File: src/sv/assert_macros.svh
// Assertion helpers shared by the RTL. Both expect clk and rst_n in scope.
`ifndef ASSERT_MACROS_SVH
`define ASSERT_MACROS_SVH

// Same-cycle implication
`define ASSERT_NOW(lbl, ante, cons, msg) \
    lbl: assert property (@(posedge clk) disable iff (!rst_n) (ante) |-> (cons)) \
        else $error(msg);

// Next-cycle implication
`define ASSERT_NEXT(lbl, ante, cons, msg) \
    lbl: assert property (@(posedge clk) disable iff (!rst_n) (ante) |=> (cons)) \
        else $error(msg);

`endif

File: src/sv/nhm_isqrt.sv
module nhm_isqrt (
    input  logic        clk,
    input  logic        rst_n,
    input  logic        start,
    input  logic [63:0] radicand,
    output logic        done,
    output logic [31:0] root
);

    logic        busy_reg;
    logic        done_reg;
    logic [63:0] v_reg;
    logic [63:0] res_reg;
    logic [63:0] bit_reg;
    logic [63:0] trial;
    logic        fits;

    // Restoring square root, one result bit per cycle
    assign trial = res_reg + bit_reg;
    assign fits  = v_reg >= trial;

    always_ff @(posedge clk or negedge rst_n)
    begin
        if (!rst_n)
        begin
            busy_reg <= 1'b0;
            done_reg <= 1'b0;
        end
        else
        begin
            done_reg <= 1'b0;
            if (start)
            begin
                busy_reg <= 1'b1;
            end
            else if (busy_reg && bit_reg[0])
            begin
                busy_reg <= 1'b0;
                done_reg <= 1'b1;
            end
        end
    end

    always_ff @(posedge clk)
    begin
        if (start)
        begin
            v_reg   <= radicand;
            res_reg <= '0;
            bit_reg <= 64'h4000_0000_0000_0000;
        end
        else if (busy_reg)
        begin
            if (fits)
            begin
                v_reg   <= v_reg - trial;
                res_reg <= (res_reg >> 1) + bit_reg;
            end
            else
            begin
                res_reg <= res_reg >> 1;
            end
            bit_reg <= bit_reg >> 2;
        end
    end

    assign done = done_reg;
    assign root = res_reg[31:0];

endmodule

File: config.mk
export PLATFORM = sky130hd
export DESIGN_NAME = nhm_isqrt
export DESIGN_NICKNAME = d
export VERILOG_FILES = /design/src/sv/assert_macros.svh /design/src/sv/nhm_isqrt.sv
export SDC_FILE = /design/constraint.sdc
export NUM_CORES = 1
export LEC_CHECK = 0
export BUFFER_PORTS_ARGS = -buffer_cell sky130_fd_sc_hd__clkbuf_2
export CAP_MARGIN = 10
export CORE_MARGIN = 5
export CORE_UTILIZATION = 57
export CTS_BUF_LIST = sky130_fd_sc_hd__clkbuf_8 sky130_fd_sc_hd__clkbuf_16
export CTS_CLUSTER_DIAMETER = 40
export CTS_CLUSTER_SIZE = 16
export DETAILED_ROUTE_END_ITERATION = 16
export GPL_ROUTABILITY_DRIVEN = 0
export GPL_TIMING_DRIVEN = 0
export PLACE_DENSITY = 0.83
export SLEW_MARGIN = 15
export SYNTH_ARGS = -nofsm -noshare
export SYNTH_HDL_FRONTEND = slang
export SYNTH_SLANG_ARGS = --single-unit
File: constraint.sdc
create_clock -name clk -period 6.55 [get_ports clk]
set_input_delay 0.655 -clock clk [delete_from_list [all_inputs] [get_ports clk]]
set_output_delay 0.655 -clock clk [all_outputs]
set_load 0.01 [all_outputs]
==> results of run 1 <==
==> placed cells by master (no fill, tap or decap), types with 12 or more instances in the layout <==
| cell | netlist | final |
|---|---|---|
| nand2_1 | 217 | 216 |
| nor2_1 | 203 | 203 |
| o21ai_0 | 154 | 153 |
| ha_1 | 130 | 129 |
| a21oi_1 | 122 | 119 |
| clkbuf_2 | 0 | 98 |
| dfxtp_1 | 96 | 95 |
| xor2_1 | 84 | 84 |
| clkbuf_1 | 78 | 77 |
| xnor2_1 | 68 | 68 |
| edfxtp_1 | 64 | 64 |
| a21o_1 | 56 | 56 |
| a31oi_1 | 56 | 53 |
| buf_4 | 36 | 44 |
| o21bai_1 | 42 | 42 |
| mux2i_1 | 38 | 38 |
| nand4_1 | 37 | 37 |
| inv_1 | 32 | 33 |
| nor2b_1 | 32 | 32 |
| a211oi_1 | 27 | 27 |
| nand3_1 | 23 | 23 |
| a311oi_1 | 22 | 21 |
| or3_1 | 20 | 20 |
| nor3_1 | 22 | 20 |
| and3_1 | 17 | 17 |
| clkbuf_16 | 0 | 17 |
| buf_2 | 14 | 12 |
| nor4_1 | 12 | 12 |
==> stage by stage <==
| stage | hold slack [ps] | TNS (ps) | area (µm²) | worst slack [ps] | utilization, % |
|---|---|---|---|---|---|
| floorplan | 359 | 0 | 15100 | 71.5 | - |
| global placement | 441 | -148900 | 16000 | -2270 | 61.4 |
| detailed placement | 442 | -61480 | 16000 | -839 | 61.5 |
| CTS | 483 | 0 | 16700 | 57.9 | 64.1 |
| global route | 483 | -14.3 | 16800 | -14.3 | 64.5 |
| finish | 483 | 0 | 16800 | 223 | 64.5 |
==> kinds of logic (layout without fill, tap and decap cells) <==
logic type | after synthesis | in the layout | share of synthesized area, %
AO/OA/AOI/OAI | 623 | 623 | 27.4
XOR/XNOR | 152 | 152 | 8.82
adder cells (fa/ha/maj) | 131 | 131 | 10.9
buffers and inverters | 165 | 303 | 5.21
flip-flops | 162 | 162 | 25.8
multiplexers | 42 | 42 | 2.82
AND/OR/NAND/NOR | 628 | 629 | 19.0
==> cells in the mapped netlist, drive strengths merged (17+ instances only) <==
library cell and instances:
nand2 217, nor2 204, o21ai 167, ha 130, a21oi 127, dfxtp 96
xor2 84, clkbuf 78, xnor2 68, edfxtp 64, a21o 56, a31oi 56
buf 54, o21bai 42, mux2i 38, nand4 37, inv 32, nor2b 32
a211oi 29, a311oi 23, nand3 23, nor3 23, or3 20, and3 17
==> power by group <==
| part | leakage (nW) | internal, mW | switching (mW) |
|---|---|---|---|
| clock network | 0.285 | 0.536 | 0.476 |
| registers | 1.47 | 1.45 | 0.200 |
| logic | 5.22 | 1.75 | 2.87 |
==> per-layer routing <==
metal,GRT usage (%),vias to the layer above,part of all wire [%]
met1,36.7,7211,39
met4,16.4,0,5.9
li1,-,7257,-
met5,0,-,0
met2,49.3,907,45
met3,5.66,229,9.7
==> area by class of cell <==
class | count | area, µm² | area share (%)
multi-input cells | 1577 | 10600 | 62.8
plain buffers | 132 | 672 | 3.99
clock inverters | 15 | 148 | 0.878
well taps | 335 | 419 | 2.49
inverters | 33 | 124 | 0.737
repair buffers | 106 | 566 | 3.36
clock buffers | 17 | 425 | 2.53
flip-flops and latches | 162 | 3890 | 23.2
==> repair_timing <==
action / 4_1_cts / 5_1_grt
cloned: 1 / 0
hold buffers: 1 / 0
hold endpoints to repair: 2 / 0
endpoints found under the setup margin: 128 / 130
pin swaps: 1 / 3
setup buffers: 4 / 2
gates resized for setup: 14 / 18
==> how the worst max path moves through the flow <==
| stage | slack [ps] | cells after the start | from | to |
|---|---|---|---|---|
| 2_1_floorplan | 70 | 23 | res_reg[2] | v_reg[0] |
| 3_3_place_gp | -2270 | 23 | res_reg[8] | v_reg[29] |
| 3_5_place_dp | -840 | 24 | res_reg[12] | v_reg[29] |
| 4_1_cts | 60 | 24 | res_reg[12] | res_reg[58] |
| 5_1_grt | -10 | 27 | res_reg[14] | res_reg[36] |
| 6_report | 220 | 24 | res_reg[2] | res_reg[58] |
==> worst min-delay path: cells and delay by family <==
kind | cells | cell delay (ps)
buf+inv | 1 | 70
compound gates | 1 | 50
simple gates | 1 | 40
==> summary.txt, run 1 <==
Worst setup path
  • Slowest CP cell: a221oi_2
  • Worst Path Required: roughly 6900 ps
  • Buf/Inv on CP: 3
  • Cell mode on critical path: a21oi_1
  • Crit-path cells: ha_1, a31o_2, a31oi_2, o21ai_2, a21oi_4, o31ai_4, a21oi_4, o31ai_4, a21o_1, a21oi_1, o21bai_1, xnor2_1, ha_1, a21oi_1, o21bai_1, a21oi_1, o21ai_0, a221oi_2, o41a_1, buf_6, buf_4, buf_4, nand2_1, a311oi_2
  • FF-to-FF setup slack: 220 ps
  • Max stage delay on crit path: 450 ps
  • Crit start category: flip-flop
  • Delay-heaviest family, CP: compound AO/OA/AOI/OAI gates
  • CP endpoint kind: flip-flop
  • Crit Path Max Fanout: 10
  • WP data arrival: 6660 ps
  • WS Path Type: flip-flop to flip-flop
  • Reg2reg path depth: 24
  • RR Startpoint: res_reg[2]
  • RR Endpoint: res_reg[58]

Routing
  • Vias: 15600
  • DRT Wirelength: 47400 µm
  • Routed length per instance: ~20 µm
  • Final antenna-violating net count: 0
  • Via density: 6.56
  • Drt pass-1 iters: 7
  • Detailed router's first-iteration violation count: 1556
  • Remaining DRCs: 0

Synthesis
  • Post-synthesis average cell area: around 8 µm²
  • Synthesized area: between 15000 and 20000 µm²
  • Syn Inst Count: 1903
  • Synth top area share: 12.7%
  • Seq cells post-synth: 162
  • Dominant synthesized flop cell: dfxtp_1
  • Async SR Flop Fraction: 1.23%
  • Net count after synthesis: 2101
  • EDFF count, synth: 64
  • Seq/Total Area, Yosys: 25.8%
  • Yosys top cell by area: dfxtp_1
  • Synth top area cells: dfxtp_1 13%, edfxtp_1 13%, ha_1 11%
  • Ys Warns: 0
  • Cell variety after synth: about 90

Pwr
  • VDD IR max: 0.280 mV
  • Leak Pwr: 6.98 nW
  • Total power: between 7 and 8 mW
  • PD cells: 433 nW/µm²

STA
  • Worst slew pin tran: between 1000 and 1500 ps
  • Max Freq: 158 MHz
  • Final hold violations: 0
  • Count of pins over their slew limit: 0
  • Setup violators final: 0
  • Tcrit/Tclk final: 96.6%
  • Slew headroom: 15.1%
  • Fin crit period: between 6000 and 7000 ps
  • Max Clock Skew: 21.4 ps

Global routing
  • Largest net degree at the start of global routing: 37
  • Grt total ovfl: 0
  • Total track usage: 29.8%
  • First-pass GRT wire length: 74700 µm
  • Antenna violations before repair: 1
  • Vias in the first global route: 15100

Hold path
  • WHS Endpoint: v_reg[42]
  • Worst Hold Launch: radicand[42]
  • Hold crit path type: input pin to flip-flop
  • Hold-critical path depth: 3

CTS
  • H-tree Lvls: 4
  • CTS tree: yes
  • Clk sinks: 162
  • Clock buffer depth: 2
  • Clock Pin Slew Worst Setup and Hold Paths: around 80 ps
  • CTS buffer count: 17
  • Clk root buf: clkbuf_16
  • Later-pin clock latency in the skew report: 450 ps

Die
  • Initial Util: ~58%
  • Die H: roughly 170 µm
  • Die X: approximately 170 µm
  • Area of the core: 26100 µm²
  • Die area: around 30000 µm²
  • Cell Rows: between 50 and 60
  • Boundary pin count: 100

Job
  • Max-cap violations: 0

Final layout
  • Diodes inserted: 0
  • # nets final: 2227
  • Count of filler cells inserted in the layout: 2159
  • Share of post-route cells with drive strength above 1: 12.8%
  • Post-Layout Cell Count: 2377
  • Area delta synth->final: 11.4%

Place
  • Cell Count Post-Placement: 2337
  • Post-DP HPWL: 35400 µm
  • I/O Buffers: between 90 and 100

Run status
  • Outcome: complete, no violations
Note: power is estimated with default switching activity, not from simulation.
==> run 2: changes to the inputs <==
--- a/config.mk
+++ b/config.mk
@@ -14,7 +14,7 @@
 export CTS_CLUSTER_SIZE = 16
 export DETAILED_ROUTE_END_ITERATION = 16
 export GPL_ROUTABILITY_DRIVEN = 0
-export GPL_TIMING_DRIVEN = 0
+export GPL_TIMING_DRIVEN = 1
 export PLACE_DENSITY = 0.83
 export SLEW_MARGIN = 15
 export SYNTH_ARGS = -nofsm -noshare
==> run 2 against run 1 <==
Effect of this change:
- via count down 6.5%
- utilization down 2.1 points
- register-to-register slack improved by 98 ps
- hold slack worse by 5.0 ps
- routed wire length shrank 12%
- die area unchanged
- combinational power down 5.6%
- final cell count down 4.5%
- highest routed layer unchanged
==> summary.txt, run 2 (synthesis gave the netlist of run 1 again) <==
Run status
  • Outcome: complete, no violations

STA
  • Fin crit period: 6230 ps (-98.3 ps)
  • WHS: 478 ps (-4.99 ps)
  • Setup TNS: 0 ps (unchanged)
  • Setup violators final: 0 (unchanged)
  • Slew headroom: 32.2% (+17 points)
  • Max Clock Skew: 16.0 ps (-5.38 ps)
  • Max Freq: 161 MHz (+1.6%)
  • Tcrit/Tclk final: 95.1% (-1.5 points)
  • Count of pins over their slew limit: 0 (unchanged)
  • Worst slew pin tran: 1010 ps (-262 ps)
  • Final hold violations: 0 (unchanged)

Final layout
  • # nets final: 2120 (-4.8%)
  • Count of filler cells inserted in the layout: 2223 (+3.0%)
  • Area delta synth->final: 7.69%
  • Sequential cell area: 3900 µm² (about the same)
  • Most common cell after layout, fill and taps aside: nand2_1
  • Fin area: 16300 µm² (-3.3%)
  • Share of post-route cells with drive strength above 1: 11.5% (-1.3 points)
  • Multi-input gate area: 10500 µm² (-0.99%)
  • Diodes inserted: 0 (unchanged)
  • Commonest cells after routing, fill and taps aside: 217 x nand2_1, 203 x nor2_1, 154 x o21ai_0

CTS
  • CTS tree: yes
  • Clk sinks: 162 (unchanged)
  • H-tree Lvls: 4 (unchanged)
  • Clk root buf: clkbuf_16
  • Clock buffer depth: 2 (unchanged)
  • Later-pin clock latency in the skew report: 450 ps (about the same)
  • CTS buffer count: 17 (unchanged)
  • Clock Pin Slew Worst Setup and Hold Paths: 80 ps (about the same)

Hold path
  • Hold crit path type: input pin to flip-flop

Worst setup path
  • Slowest CP cell: o41a_2
  • Crit start category: flip-flop
  • Crit Path Max Fanout: 40 (+30)
  • Cell mode on critical path: buf_4
  • Delay-heaviest family, CP: compound AO/OA/AOI/OAI gates
  • Crit-path cells: ha_1, a31o_2, a31oi_1, o21ai_2, a21oi_1, buf_4, o31ai_4, a21oi_2, o31ai_4, a21o_1, a21oi_1, o21bai_1, xnor2_1, ha_1, nand4_1, nor3_2, nand4_1, buf_4, o41a_2, buf_12, buf_4, or3_1, a311oi_1
  • Buf/Inv on CP: 4 (+1)
  • WS Path Type: flip-flop to flip-flop
  • Max stage delay on crit path: 490 ps (+40 ps)
  • CP endpoint kind: flip-flop
  • Worst Path Required: 6900 ps (+20 ps)
  • WP data arrival: 6580 ps (-80 ps)

Die
  • Initial Util: 57.9% (unchanged)
  • Cell Rows: 59 (unchanged)
  • Area of the core: 26100 µm² (unchanged)
  • Die X: 173 µm (unchanged)
  • Die area: 29800 µm² (unchanged)
  • Boundary pin count: 100 (unchanged)
  • Die H: 173 µm (unchanged)

Routing
  • Via density: 6.43 (-2.1%)
  • Routed length per instance: 18.4 µm (-8.0%)
  • Routed length on met3: 3450 µm (-25%)
  • Remaining DRCs: 0 (unchanged)
  • Detailed router's first-iteration violation count: 1407 (-9.6%)
  • Vias: 14600 (-6.5%)
  • Met2 wire len: 19400 µm (-9.7%)
  • WL met1: 17500 µm (-5.8%)
  • DRT Wirelength: 41700 µm (-12%)
  • Highest routed layer: met4
  • Final antenna-violating net count: 0 (unchanged)
  • Drt pass-1 iters: 6 (-1)

Global routing
  • First-pass GRT wire length: 68200 µm (-8.7%)
  • Total track usage: 26.6% (-3.2 points)
  • Largest net degree at the start of global routing: 139 (+280%)
  • Antenna violations before repair: 0 (-1)
  • Vias in the first global route: 13900 (-7.6%)
  • Grt total ovfl: 0 (unchanged)

Pwr
  • Total power: 7.01 mW (-3.7%)
  • Leak Pwr: 6.68 nW (-4.2%)
  • VDD IR max: 0.341 mV (+22%)
  • PD cells: 431 nW/µm² (-0.42%)

Job
  • Max-cap violations: 0 (unchanged)

Place
  • I/O Buffers: 99 (+1.0%)
  • Post-Place Cell Area: 15600 µm² (-2.5%)
  • Post-DP HPWL: 30900 µm (-13%)
-- run 2: cell types whose count changed in the layout (fill, tap and decap cells not counted), sizes merged --
cell      previous run  this run
clkinv               5         2
bufinv               1         0
clkbuf             193       115
buf                 61        33
clkinvlp             1         5
nand2b              12        11
-- run 2: layout make-up --
cell class | count | share of cell area, %
multi-input combinational | 1576 | 64.4
sequential | 162 | 24.0
timing repair buffer | 132 | 4.86
clock buffer | 17 | 2.62
tap | 335 | 2.58
clock inverter | 15 | 0.862
inverter | 33 | 0.762
-- run 2: worst paths after layout --
kind	from	to	slack, ps	cells after the start
max in group asynchronous	rst_n	busy_reg	5930	2
setup / recovery	res_reg[2]	res_reg[11]	320	23
hold / removal	radicand[26]	v_reg[26]	480	3
min in group asynchronous	rst_n	busy_reg	510	2
hold reg to reg	bit_reg[0]	done	510	2
setup reg to reg	res_reg[2]	res_reg[11]	320	23
-- run 2: layer usage --
metal / global-route usage, % / vias to the layer above
met5: 0 / -
met4: 9.40 / 0
met3: 4.24 / 97
met2: 44.8 / 680
met1: 34.7 / 6777
li1: - / 7034
-- run 2: worst reg2reg max path, stage by stage, from the launching register on --
cell	delay (ps)
dfxtp_1	430
ha_1	310
a31o_2	270
a31oi_1	380
o21ai_2	180
a21oi_1	170
buf_4	170
o31ai_4	90
a21oi_2	320
o31ai_4	140
a21o_1	220
a21oi_1	340
o21bai_1	130
xnor2_1	140
ha_1	420
nand4_1	220
nor3_2	300
nand4_1	170
buf_4	200
o41a_2	490
buf_12	220
buf_4	190
or3_1	370
a311oi_1	290
-- run 2: metrics by stage --
stage | std cells | worst slack (ps) | util [%]
2_1_floorplan | 1903 | 71.5 | -
3_3_place_gp | 2236 | 682 | 60.0
3_5_place_dp | 2236 | 413 | 60.0
4_1_cts | 2269 | 277 | 62.2
5_1_grt | 2270 | -79.8 | 62.4
6_report | 2270 | 322 | 62.4
-- run 2: timing repair --
action,4_1_cts,5_1_grt
endpoints found under the hold margin,2,0
buffers inserted,0,1
resized for setup,0,7
endpoints found under the setup margin,0,34
hold buffers,1,0
-- run 2: report_power, final --
| part | total, mW | switching, mW | internal [mW] |
|---|---|---|---|
| sequential | 1.65 | 0.203 | 1.45 |
| combinational | 4.36 | 2.64 | 1.71 |
| clock | 1.00 | 0.498 | 0.503 |
