[src/sv/assert_macros.svh]
// Assertion helpers shared by the RTL. Both expect clk and rst_n in scope.
`ifndef ASSERT_MACROS_SVH
`define ASSERT_MACROS_SVH

// Same-cycle implication
`define ASSERT_NOW(lbl, ante, cons, msg) \
    lbl: assert property (@(posedge clk) disable iff (!rst_n) (ante) |-> (cons)) \
        else $error(msg);

// Next-cycle implication
`define ASSERT_NEXT(lbl, ante, cons, msg) \
    lbl: assert property (@(posedge clk) disable iff (!rst_n) (ante) |=> (cons)) \
        else $error(msg);

`endif

[src/sv/nhm_pkg.sv]
package nhm_pkg;

    // CORDIC datapath width and angle table depth
    localparam int CW      = 40;
    localparam int TAB_LEN = 25;

    // pi and ln(2) in Q.30
    localparam longint PI_Q30  = 64'sd3373259426;
    localparam longint LN2_Q30 = 64'sd744261118;

    // Configuration register indexes
    localparam logic [1:0] REG_REF_ETA     = 2'd0;
    localparam logic [1:0] REG_REF_PHI     = 2'd1;
    localparam logic [1:0] REG_WINDOW_SQ   = 2'd2;
    localparam logic [1:0] REG_ACCEPT_TYPE = 2'd3;

    // CORDIC launch control
    typedef struct packed {
        logic start;
        logic hyp;
    } cordic_ctl_t;

    // atan(2^-n) in Q.30
    function automatic logic [29:0] atan_q30(input logic [4:0] idx);
        case (idx)
            5'd0:    return 30'd843314856;
            5'd1:    return 30'd497837829;
            5'd2:    return 30'd263043836;
            5'd3:    return 30'd133525158;
            5'd4:    return 30'd67021686;
            5'd5:    return 30'd33543515;
            5'd6:    return 30'd16775850;
            5'd7:    return 30'd8388437;
            5'd8:    return 30'd4194282;
            5'd9:    return 30'd2097149;
            5'd10:   return 30'd1048575;
            5'd11:   return 30'd524287;
            5'd12:   return 30'd262143;
            5'd13:   return 30'd131071;
            5'd14:   return 30'd65535;
            5'd15:   return 30'd32767;
            5'd16:   return 30'd16383;
            5'd17:   return 30'd8191;
            5'd18:   return 30'd4095;
            5'd19:   return 30'd2047;
            5'd20:   return 30'd1023;
            5'd21:   return 30'd511;
            5'd22:   return 30'd255;
            5'd23:   return 30'd127;
            5'd24:   return 30'd63;
            default: return 30'd0;
        endcase
    endfunction

    // atanh(2^-i) in Q.30
    function automatic logic [29:0] atanh_q30(input logic [4:0] idx);
        case (idx)
            5'd1:    return 30'd589812981;
            5'd2:    return 30'd274247418;
            5'd3:    return 30'd134923406;
            5'd4:    return 30'd67196450;
            5'd5:    return 30'd33565361;
            5'd6:    return 30'd16778581;
            5'd7:    return 30'd8388778;
            5'd8:    return 30'd4194325;
            5'd9:    return 30'd2097154;
            5'd10:   return 30'd1048576;
            5'd11:   return 30'd524288;
            5'd12:   return 30'd262144;
            5'd13:   return 30'd131072;
            5'd14:   return 30'd65536;
            5'd15:   return 30'd32768;
            5'd16:   return 30'd16384;
            5'd17:   return 30'd8192;
            5'd18:   return 30'd4096;
            5'd19:   return 30'd2048;
            5'd20:   return 30'd1024;
            5'd21:   return 30'd512;
            5'd22:   return 30'd256;
            5'd23:   return 30'd128;
            5'd24:   return 30'd64;
            default: return 30'd0;
        endcase
    endfunction

    // Threshold code to pT in GeV; unmapped codes give 0
    function automatic logic [4:0] pt_map(input logic [3:0] code);
        case (code)
            4'd1:    return 5'd4;
            4'd2:    return 5'd6;
            4'd3:    return 5'd10;
            4'd4:    return 5'd10;
            4'd5:    return 5'd20;
            4'd6:    return 5'd20;
            default: return 5'd0;
        endcase
    endfunction

    function automatic logic code_unmapped_f(input logic [3:0] code);
        return (code < 4'd1) || (code > 4'd6);
    endfunction

endpackage

[src/sv/nhm_cordic.sv]
module nhm_cordic #(
    parameter int STEPS = 16
) (
    input  logic                         clk,
    input  logic                         rst_n,
    input  nhm_pkg::cordic_ctl_t         ctl,
    input  logic signed [nhm_pkg::CW-1:0] x_init,
    input  logic signed [nhm_pkg::CW-1:0] y_init,
    input  logic signed [nhm_pkg::CW-1:0] acc_init,
    output logic                         done,
    output logic signed [nhm_pkg::CW-1:0] acc
);
    import nhm_pkg::*;

    localparam int NW = $clog2(STEPS);

    logic                 busy_reg;
    logic                 done_reg;
    logic                 hyp_reg;
    logic                 rep_done_reg;
    logic [NW-1:0]        n_reg;
    logic [4:0]           i_reg;
    logic [5:0]           rep_reg;
    logic signed [CW-1:0] x_reg, y_reg, acc_reg;
    logic signed [CW-1:0] x_next, y_next, acc_next;
    logic [4:0]           sh;
    logic signed [CW-1:0] xs, ys, ang;

    // One rotation step, vectoring toward y = 0
    always_comb
    begin
        sh  = hyp_reg ? i_reg : 5'(n_reg);
        xs  = x_reg >>> sh;
        ys  = y_reg >>> sh;
        ang = hyp_reg ? signed'({{(CW-30){1'b0}}, atanh_q30(i_reg)})
                      : signed'({{(CW-30){1'b0}}, atan_q30(sh)});
        if (!hyp_reg)
        begin
            if (!y_reg[CW-1])
            begin
                x_next   = x_reg + ys;
                y_next   = y_reg - xs;
                acc_next = acc_reg + ang;
            end
            else
            begin
                x_next   = x_reg - ys;
                y_next   = y_reg + xs;
                acc_next = acc_reg - ang;
            end
        end
        else
        begin
            if (!y_reg[CW-1])
            begin
                x_next   = x_reg - ys;
                y_next   = y_reg - xs;
                acc_next = acc_reg + ang;
            end
            else
            begin
                x_next   = x_reg + ys;
                y_next   = y_reg + xs;
                acc_next = acc_reg - ang;
            end
        end
    end

    // Step control
    always_ff @(posedge clk or negedge rst_n)
    begin
        if (!rst_n)
        begin
            busy_reg <= 1'b0;
            done_reg <= 1'b0;
        end
        else
        begin
            done_reg <= 1'b0;
            if (ctl.start)
            begin
                busy_reg <= 1'b1;
            end
            else if (busy_reg && (n_reg == NW'(STEPS - 1)))
            begin
                busy_reg <= 1'b0;
                done_reg <= 1'b1;
            end
        end
    end

    // Datapath and hyperbolic shift sequence (4 and 13 repeat once)
    always_ff @(posedge clk)
    begin
        if (ctl.start)
        begin
            x_reg        <= x_init;
            y_reg        <= y_init;
            acc_reg      <= acc_init;
            hyp_reg      <= ctl.hyp;
            n_reg        <= '0;
            i_reg        <= 5'd1;
            rep_reg      <= 6'd4;
            rep_done_reg <= 1'b0;
        end
        else if (busy_reg)
        begin
            x_reg   <= x_next;
            y_reg   <= y_next;
            acc_reg <= acc_next;
            n_reg   <= n_reg + NW'(1);
            if (({1'b0, i_reg} == rep_reg) && !rep_done_reg)
            begin
                rep_done_reg <= 1'b1;
            end
            else
            begin
                if ({1'b0, i_reg} == rep_reg)
                begin
                    rep_reg      <= (rep_reg << 1) + rep_reg + 6'd1;
                    rep_done_reg <= 1'b0;
                end
                i_reg <= i_reg + 5'd1;
            end
        end
    end

    assign done = done_reg;
    assign acc  = acc_reg;

endmodule

[config.mk]
export PLATFORM = sky130hd
export DESIGN_NAME = nhm_cordic
export DESIGN_NICKNAME = d
export VERILOG_FILES = /design/src/sv/assert_macros.svh /design/src/sv/nhm_pkg.sv /design/src/sv/nhm_cordic.sv
export SDC_FILE = /design/constraint.sdc
export NUM_CORES = 1
export LEC_CHECK = 0
export BUFFER_PORTS_ARGS = -buffer_cell sky130_fd_sc_hd__buf_2
export CAP_MARGIN = 20
export CORE_MARGIN = 2
export CORE_UTILIZATION = 40
export CTS_BUF_LIST = sky130_fd_sc_hd__clkbuf_4 sky130_fd_sc_hd__clkbuf_8 sky130_fd_sc_hd__clkbuf_16
export CTS_CLUSTER_DIAMETER = 60
export CTS_CLUSTER_SIZE = 10
export DETAILED_ROUTE_END_ITERATION = 10
export PLACE_DENSITY_LB_ADDON = 0.2
export SYNTH_ARGS = -nofsm -noshare
export SYNTH_HDL_FRONTEND = slang
export SYNTH_SLANG_ARGS = --single-unit
[constraint.sdc]
create_clock -name clk -period 13.61 [get_ports clk]
set_input_delay 2.722 -clock clk [delete_from_list [all_inputs] [get_ports clk]]
set_output_delay 2.722 -clock clk [all_outputs]
set_load 0.005 [all_outputs]
==> results of run 1 <==
kinds of logic (layout without fill, tap and decap cells):
group           after synthesis  after routing  share of synthesized area [%]
buf+inv                     287            349                           5.41
mux                         223            223                           12.5
xor+xnor                    183            183                           7.31
simple gates                856            856                           18.1
compound gates              859            859                           24.8
fa+ha+maj                   189            189                           11.0
other cells                   0              1                              0
flops                       169            169                           21.0
worst max-delay path: cells and delay by family (launching register included):
family / cells / cell delay (ps)
XOR/XNOR: 2 / 310
multiplexers: 3 / 1810
AO/OA/AOI/OAI: 9 / 1660
flip-flops: 1 / 440
buffers and inverters: 1 / 920
AND/OR/NAND/NOR: 7 / 1870
adder cells (fa/ha/maj): 2 / 590
cell usage after synthesis, drive strengths merged, types with 7 or more instances:
master   count
a2111oi      8
mux4        32
nor3b        7
nand3       44
a211oi      31
o21bai      35
buf         62
o31ai       25
or3         10
nand2b      29
xnor2      118
or2         13
inv        128
o21a         9
o311ai       7
a22oi       18
a21o        91
nand2      341
a31oi       33
nand4       20
and4        13
o22ai       18
and3        25
clkbuf      94
o211ai      14
a221oi      12
o21ai      217
xor2        65
nor2       227
ha         184
nor4        12
dfxtp       46
and2        21
nor3        51
mux2i      177
a41oi       11
mux2        14
nor4b        8
edfxtp     121
nor2b       18
a21oi      257
a21boi       8
area by class of cell:
type | count | area, sq um
timing repair buffer | 186 | 992
sequential | 169 | 4600
inverter | 131 | 497
antenna | 1 | 2.50
clock inverter | 14 | 128
tap | 696 | 871
clock buffer | 18 | 439
multi-input combinational | 2310 | 16200
fill | 5539 | 30300
through the flow:
| step | setup slack (ps) | instances |
|---|---|---|
| after floorplan | 6960 | 2766 |
| after global placement | 5820 | 3492 |
| after detailed placement | 5710 | 3492 |
| after CTS | 5700 | 3524 |
| after global routing | 5120 | 3524 |
| final | 5720 | 3525 |
worst max path at each step:
stage	start	endpoint	slack [ps]	depth (start not counted)
2_1_floorplan	hyp_reg	acc[38]	6960	27
3_3_place_gp	hyp_reg	y_reg[28]	5820	24
3_5_place_dp	hyp_reg	y_reg[28]	5710	22
4_1_cts	hyp_reg	y_reg[28]	5700	24
5_1_grt	n_reg[0]	y_reg[32]	5120	24
6_report	hyp_reg	y_reg[28]	5720	24
routing by layer:
metal  vias to the layer above  global-route usage (%)  wire length (um)
met1                     10228                    37.4             36000
met4                         0                    6.61              1320
met5                         -                       0                 0
li1                      10222                       -                 -
met3                        71                    3.56              3970
met2                       670                    43.4             35400
==> flow_summary.yaml, run 1 <==
worst_setup_path:
  rr_worst_depth: 24
  endpoint_kind: "flip-flop"
  required_ps: 13850
  path_cells: "mux2i_4 > buf_4 > mux4_2 > mux2i_1 > nand2_1 > and3_1 > a21oi_1 > ha_1 > o311a_1 > and2_1 > and2_1 > nor2_1 > xnor2_1 > ha_1 > a21o_1 > a21o_1 > a21oi_1 > o21ai_0 > nor4bb_1 > nor2_1 > a31o_2 > a31oi_1 > xor2_1 > o21ai_0"
  worstSetupStartpointType: "flip-flop"
  cp.arrival_ps: 8130
  worst_r2r_endpoint: "y_reg[28]"
  crit-reg2reg-launch: "hyp_reg"
  r2r_setup_slack_ps: 5720
  slowest_delay_ps: 920
  cp_slowest_cell: "buf_4"
  crit_fanout: 67
  crit_type: "flip-flop to flip-flop"
floorplanning:
  fp.coreArea_sq_um: 54000
  die_area_sq_um: 56700
  die_w_um: 238
  initial_core_util_pct: 40.6
  ioPinCount: 165
  rows: 85
  fp.dieH_um: 238
job:
  cap_violations: 0
timing:
  timing.final.crit_period_ps: 7890
  finalSetupViolations: 0
  fin_worst_skew_ps: 19.4
  period_share_pct: 58.0
  whs_ps: 480
  slew_viol_final: 0
  final_hold_viol_count: 0
  slew_headroom_pct: 32.9
  rsz0062_at_grt: "false"
  setup_tns_ps: 0
  fmax_mhz: 127
  worst_pin_slew_ps: 986
logic_synthesis:
  ys_types: 97
  synth_area_leaders: "edfxtp_1 17%, ha_1 10%, mux2i_1 7.7%"
  post_synth.cell_area_avg_sq_um: 7.93
  ys_warn_count: 0
  synth_edf_count: 121
  synth_top_cell_by_area: "edfxtp_1"
  syn-cell-area_sq_um: 21900
  synth_top_area_share_pct: 16.6
  ys_seq_area_share_pct: 21.0
  ys_ff_latch: 169
  synthArstFlopShare_pct: 1.18
  synth_fp_nets: 3079
  synth_cells: 2766
  ys.flop_type: "edfxtp_1"
cts:
  tritoncts: "built"
  post_cts_resized: 0
  htree_levels: 4
  cts_max_path_buffers: 2
  cts_buffers: 17
  root_buffer: "clkbuf_16"
  postCtsHoldBufs: 0
  cts.sink_count: 169
  cts.clk_slew.worst_paths_ps: 70
  post_cts_buffers: 0
  clk_latency_ps: 520
global_routing:
  antenna_found_initial: 0
  grt_max_degree: 98
  grt_pass1_wl_um: 118000
  first_global_vias: 20350
  gr-total-overflow: 0
  grt_util_all_layers_pct: 26.7
finish:
  layout_common_cells: "340 x nand2_1, 251 x a21oi_1, 227 x nor2_1"
  design_area_sq_um: 23700
  syn_to_final_growth_pct: 8.22
  final_common_cell: "nand2_1"
  fin_util_pct: 43.9
  fin_nets: 3128
  drive_gt1_share_pct: 11.3
hold_path:
  hp-class: "flip-flop to flip-flop"
  min_to: "rep_reg[5]"
  whs_path_depth: 2
  hp-start: "rep_reg[5]"
run_status:
  status: "complete, no violations"
route:
  routed_via_density: 6.01
  post-route-drc-count: 0
  drtPass1Iterations: 5
  drtIter0Drc: 1670
  drt-total-wl_um: 76700
  wl_per_cell_um: 21.8
  antenna_left: 0
  vias: 21191
place:
  place_area_sq_um: 23200
  io_buffers: 164
  gp_congestion: 0.974
  hpwl_um: 60200
Power of run 1 is left out: the tool's default activity adds up to more than one toggle a clock period on the data nets, which glitch-free logic cannot reach.
==> run 2, diff against run 1 <==
ABC_AREA = 1   (was default)
clock period = 6.7 ns   (was 13.61 ns; I/O delays follow)
==> run 2 against run 1 <==
  * Highest routed layer is now met5
  * Largest cell class unchanged
  * Synthesized area up 14%
  * Via count up 33%
  * Maximum frequency rose by 27%
  * Critical path type unchanged
  * Sequential cell count unchanged
==> flow_summary.yaml, run 2 <==
cts:
  cts_max_path_buffers: 2
  cts.clk_slew.worst_paths_ps: 80
  post_cts_buffers: 0
  postCtsHoldBufs: 0
  tritoncts: "built"
  root_buffer: "clkbuf_16"
  post_cts_resized: 0
  cts_buffers: 17
  clk_latency_ps: 520
  cts.sink_count: 169
  htree_levels: 4
worst_setup_path:
  cp.arrival_ps: 6460
  slowest_delay_ps: 820
  required_ps: 6970
  path_cells: "inv_8 > o21ai_4 > inv_2 > buf_4 > nand2_1 > o21ai_0 > o21ai_0 > inv_1 > ha_1 > nand2_1 > nor2_1 > nand2_1 > nor3_1 > o21ai_0 > nand4_1 > nand3_1 > nand3_1 > nand2_1"
  crit_type: "flip-flop to flip-flop"
  rr_worst_depth: 18
  endpoint_kind: "flip-flop"
  worstSetupStartpointType: "flip-flop"
  cp_slowest_cell: "o21ai_0"
  crit_fanout: 42
  cpMostUsedCell: "nand2_1"
logic_synthesis:
  synth_adder_area_share_pct: 9.64
  synth_top_cell_by_area: "nand2_1"
  yosysMostFrequentCell: "nand2_1"
  ys.flop_type: "edfxtp_1"
  post_synth.cell_area_avg_sq_um: 5.92
  ys_ff_latch: 169
  synth_area_leaders: "nand2_1 18%, edfxtp_1 15%, ha_1 9.2%"
  synthArstFlopShare_pct: 1.18
  synth_compound_area_share_pct: 19.3
  synth_top_family_by_area: "simple AND/OR/NAND/NOR gates"
  synth-xor-area-share_pct: 3.44
  synth_fp_nets: 4522
  synth_top_area_share_pct: 17.6
  synth_cells: 4209
  synth_mux_area_share_pct: 0.161
  ys_warn_count: 0
  ys_seq_area_share_pct: 18.5
  syn-cell-area_sq_um: 24900
  synth_edf_count: 121
  ys_types: 66
  synth_common_cells: "1,167 x nand2_1, 535 x inv_1, 432 x nand3_1, 364 x nor2_1, 354 x o21ai_0"
  synth-simple-area-share_pct: 37.4
hold_path:
  whs_path_depth: 2
  hp-class: "flip-flop to flip-flop"
global_routing:
  gr-total-overflow: 0
  grt_util_all_layers_pct: 31.3
  grt_pass1_wl_um: 154000
  antenna_found_initial: 2
  first_global_vias: 25968
  grt_max_degree: 98
finish:
  diodes: 0
  final_common_cell: "nand2_1"
  fin_nets: 4573
  layout_common_cells: "1,165 x nand2_1, 532 x inv_1, 432 x nand3_1"
  drive_gt1_share_pct: 8.28
  syn_to_final_growth_pct: 7.67
timing:
  slew_headroom_pct: 36.8
  timing.final.crit_period_ps: 6190
  slew_viol_final: 0
  fmax_mhz: 162
  fin_worst_skew_ps: 18.7
  period_share_pct: 92.4
  worst_pin_slew_ps: 937
  rsz0062_at_grt: "false"
  finalSetupViolations: 0
  final_hold_viol_count: 0
  setup_tns_ps: 0
floorplanning:
  die_w_um: 254
  rows: 91
  die_area_sq_um: 64300
  initial_core_util_pct: 40.4
  fp.coreArea_sq_um: 61700
  ioPinCount: 165
  fp.dieH_um: 254
route:
  vias: 28274
  post-route-drc-count: 0
  routed_via_density: 5.53
  antenna_left: 0
  drt-total-wl_um: 102000
  drtPass1Iterations: 8
  drtIter0Drc: 2921
  wl_per_cell_um: 20.0
job:
  cap_violations: 0
run_status:
  status: "complete, no violations"
place:
  io_buffers: 164
  hpwl_um: 83700
  gp_congestion: 1.08
-- run 2: changes by cell type after synthesis, moves of 72 or more --
cell and change:
a21o_1 -72, nand3_1 +388, xnor2_1 -86, nand2_1 +826
mux2i_1 -164, nor2_1 +137, inv_1 +409, o21ai_0 +142
-- run 2: layer usage --
layer	wire length (um)	GRT usage [%]
met4	2870	9.68
met1	47500	44.5
met3	7050	4.59
met2	44700	48.6
met5	13	0
-- run 2: layout make-up --
type                            instances  area (sq um)
Sequential cell                       169          4600
Fill cell                            6975         34900
Multi-Input combinational cell       3329         17500
Inverter                              547          2070
Clock inverter                         15           165
Tap cell                              837          1050
Clock buffer                           17           425
Timing Repair Buffer                  196          1080
-- run 2: stage by stage --
| step | std cells | instance area (sq um) | setup slack [ps] | util (%) | hold slack [ps] |
|---|---|---|---|---|---|
| 4_1_cts | 5110 | 26800 | 722 | 43.5 | 468 |
| 3_5_place_dp | 5078 | 26300 | 722 | 42.5 | 454 |
| 5_1_grt | 5110 | 26800 | 22.7 | 43.5 | 519 |
| 2_1_floorplan | 4209 | 24900 | 1260 | - | 430 |
| 3_3_place_gp | 5078 | 26300 | 801 | 42.5 | 452 |
| 6_report | 5110 | 26800 | 510 | 43.5 | 465 |
-- run 2: path summary, 6_finish.rpt --
check	from	to	slack (ps)
max reg2reg	hyp_reg	x_reg[36]	510
min in group asynchronous	rst_n	done	590
max	hyp_reg	x_reg[36]	510
min	rep_reg[5]	rep_reg[5]	460
max in group asynchronous	rst_n	busy_reg	6020
min reg2reg	rep_reg[5]	rep_reg[5]	460
-- run 2: worst max-delay path, delay by kind of cell, from the launching register on --
kind | cells | cell delay [ps]
buffers and inverters | 4 | 1050
adder cells (fa/ha/maj) | 1 | 540
AO/OA/AOI/OAI | 4 | 2020
flip-flops | 1 | 600
AND/OR/NAND/NOR | 9 | 1700
-- run 2: cell families (layout without fill, tap and decap cells) --
family	Yosys count	in the layout
xor+xnor	98	98
buf+inv	711	775
flops	169	169
fa+ha+maj	189	189
simple gates	2180	2180
mux	4	4
compound gates	858	858
Power of run 2 is left out for the same reason.
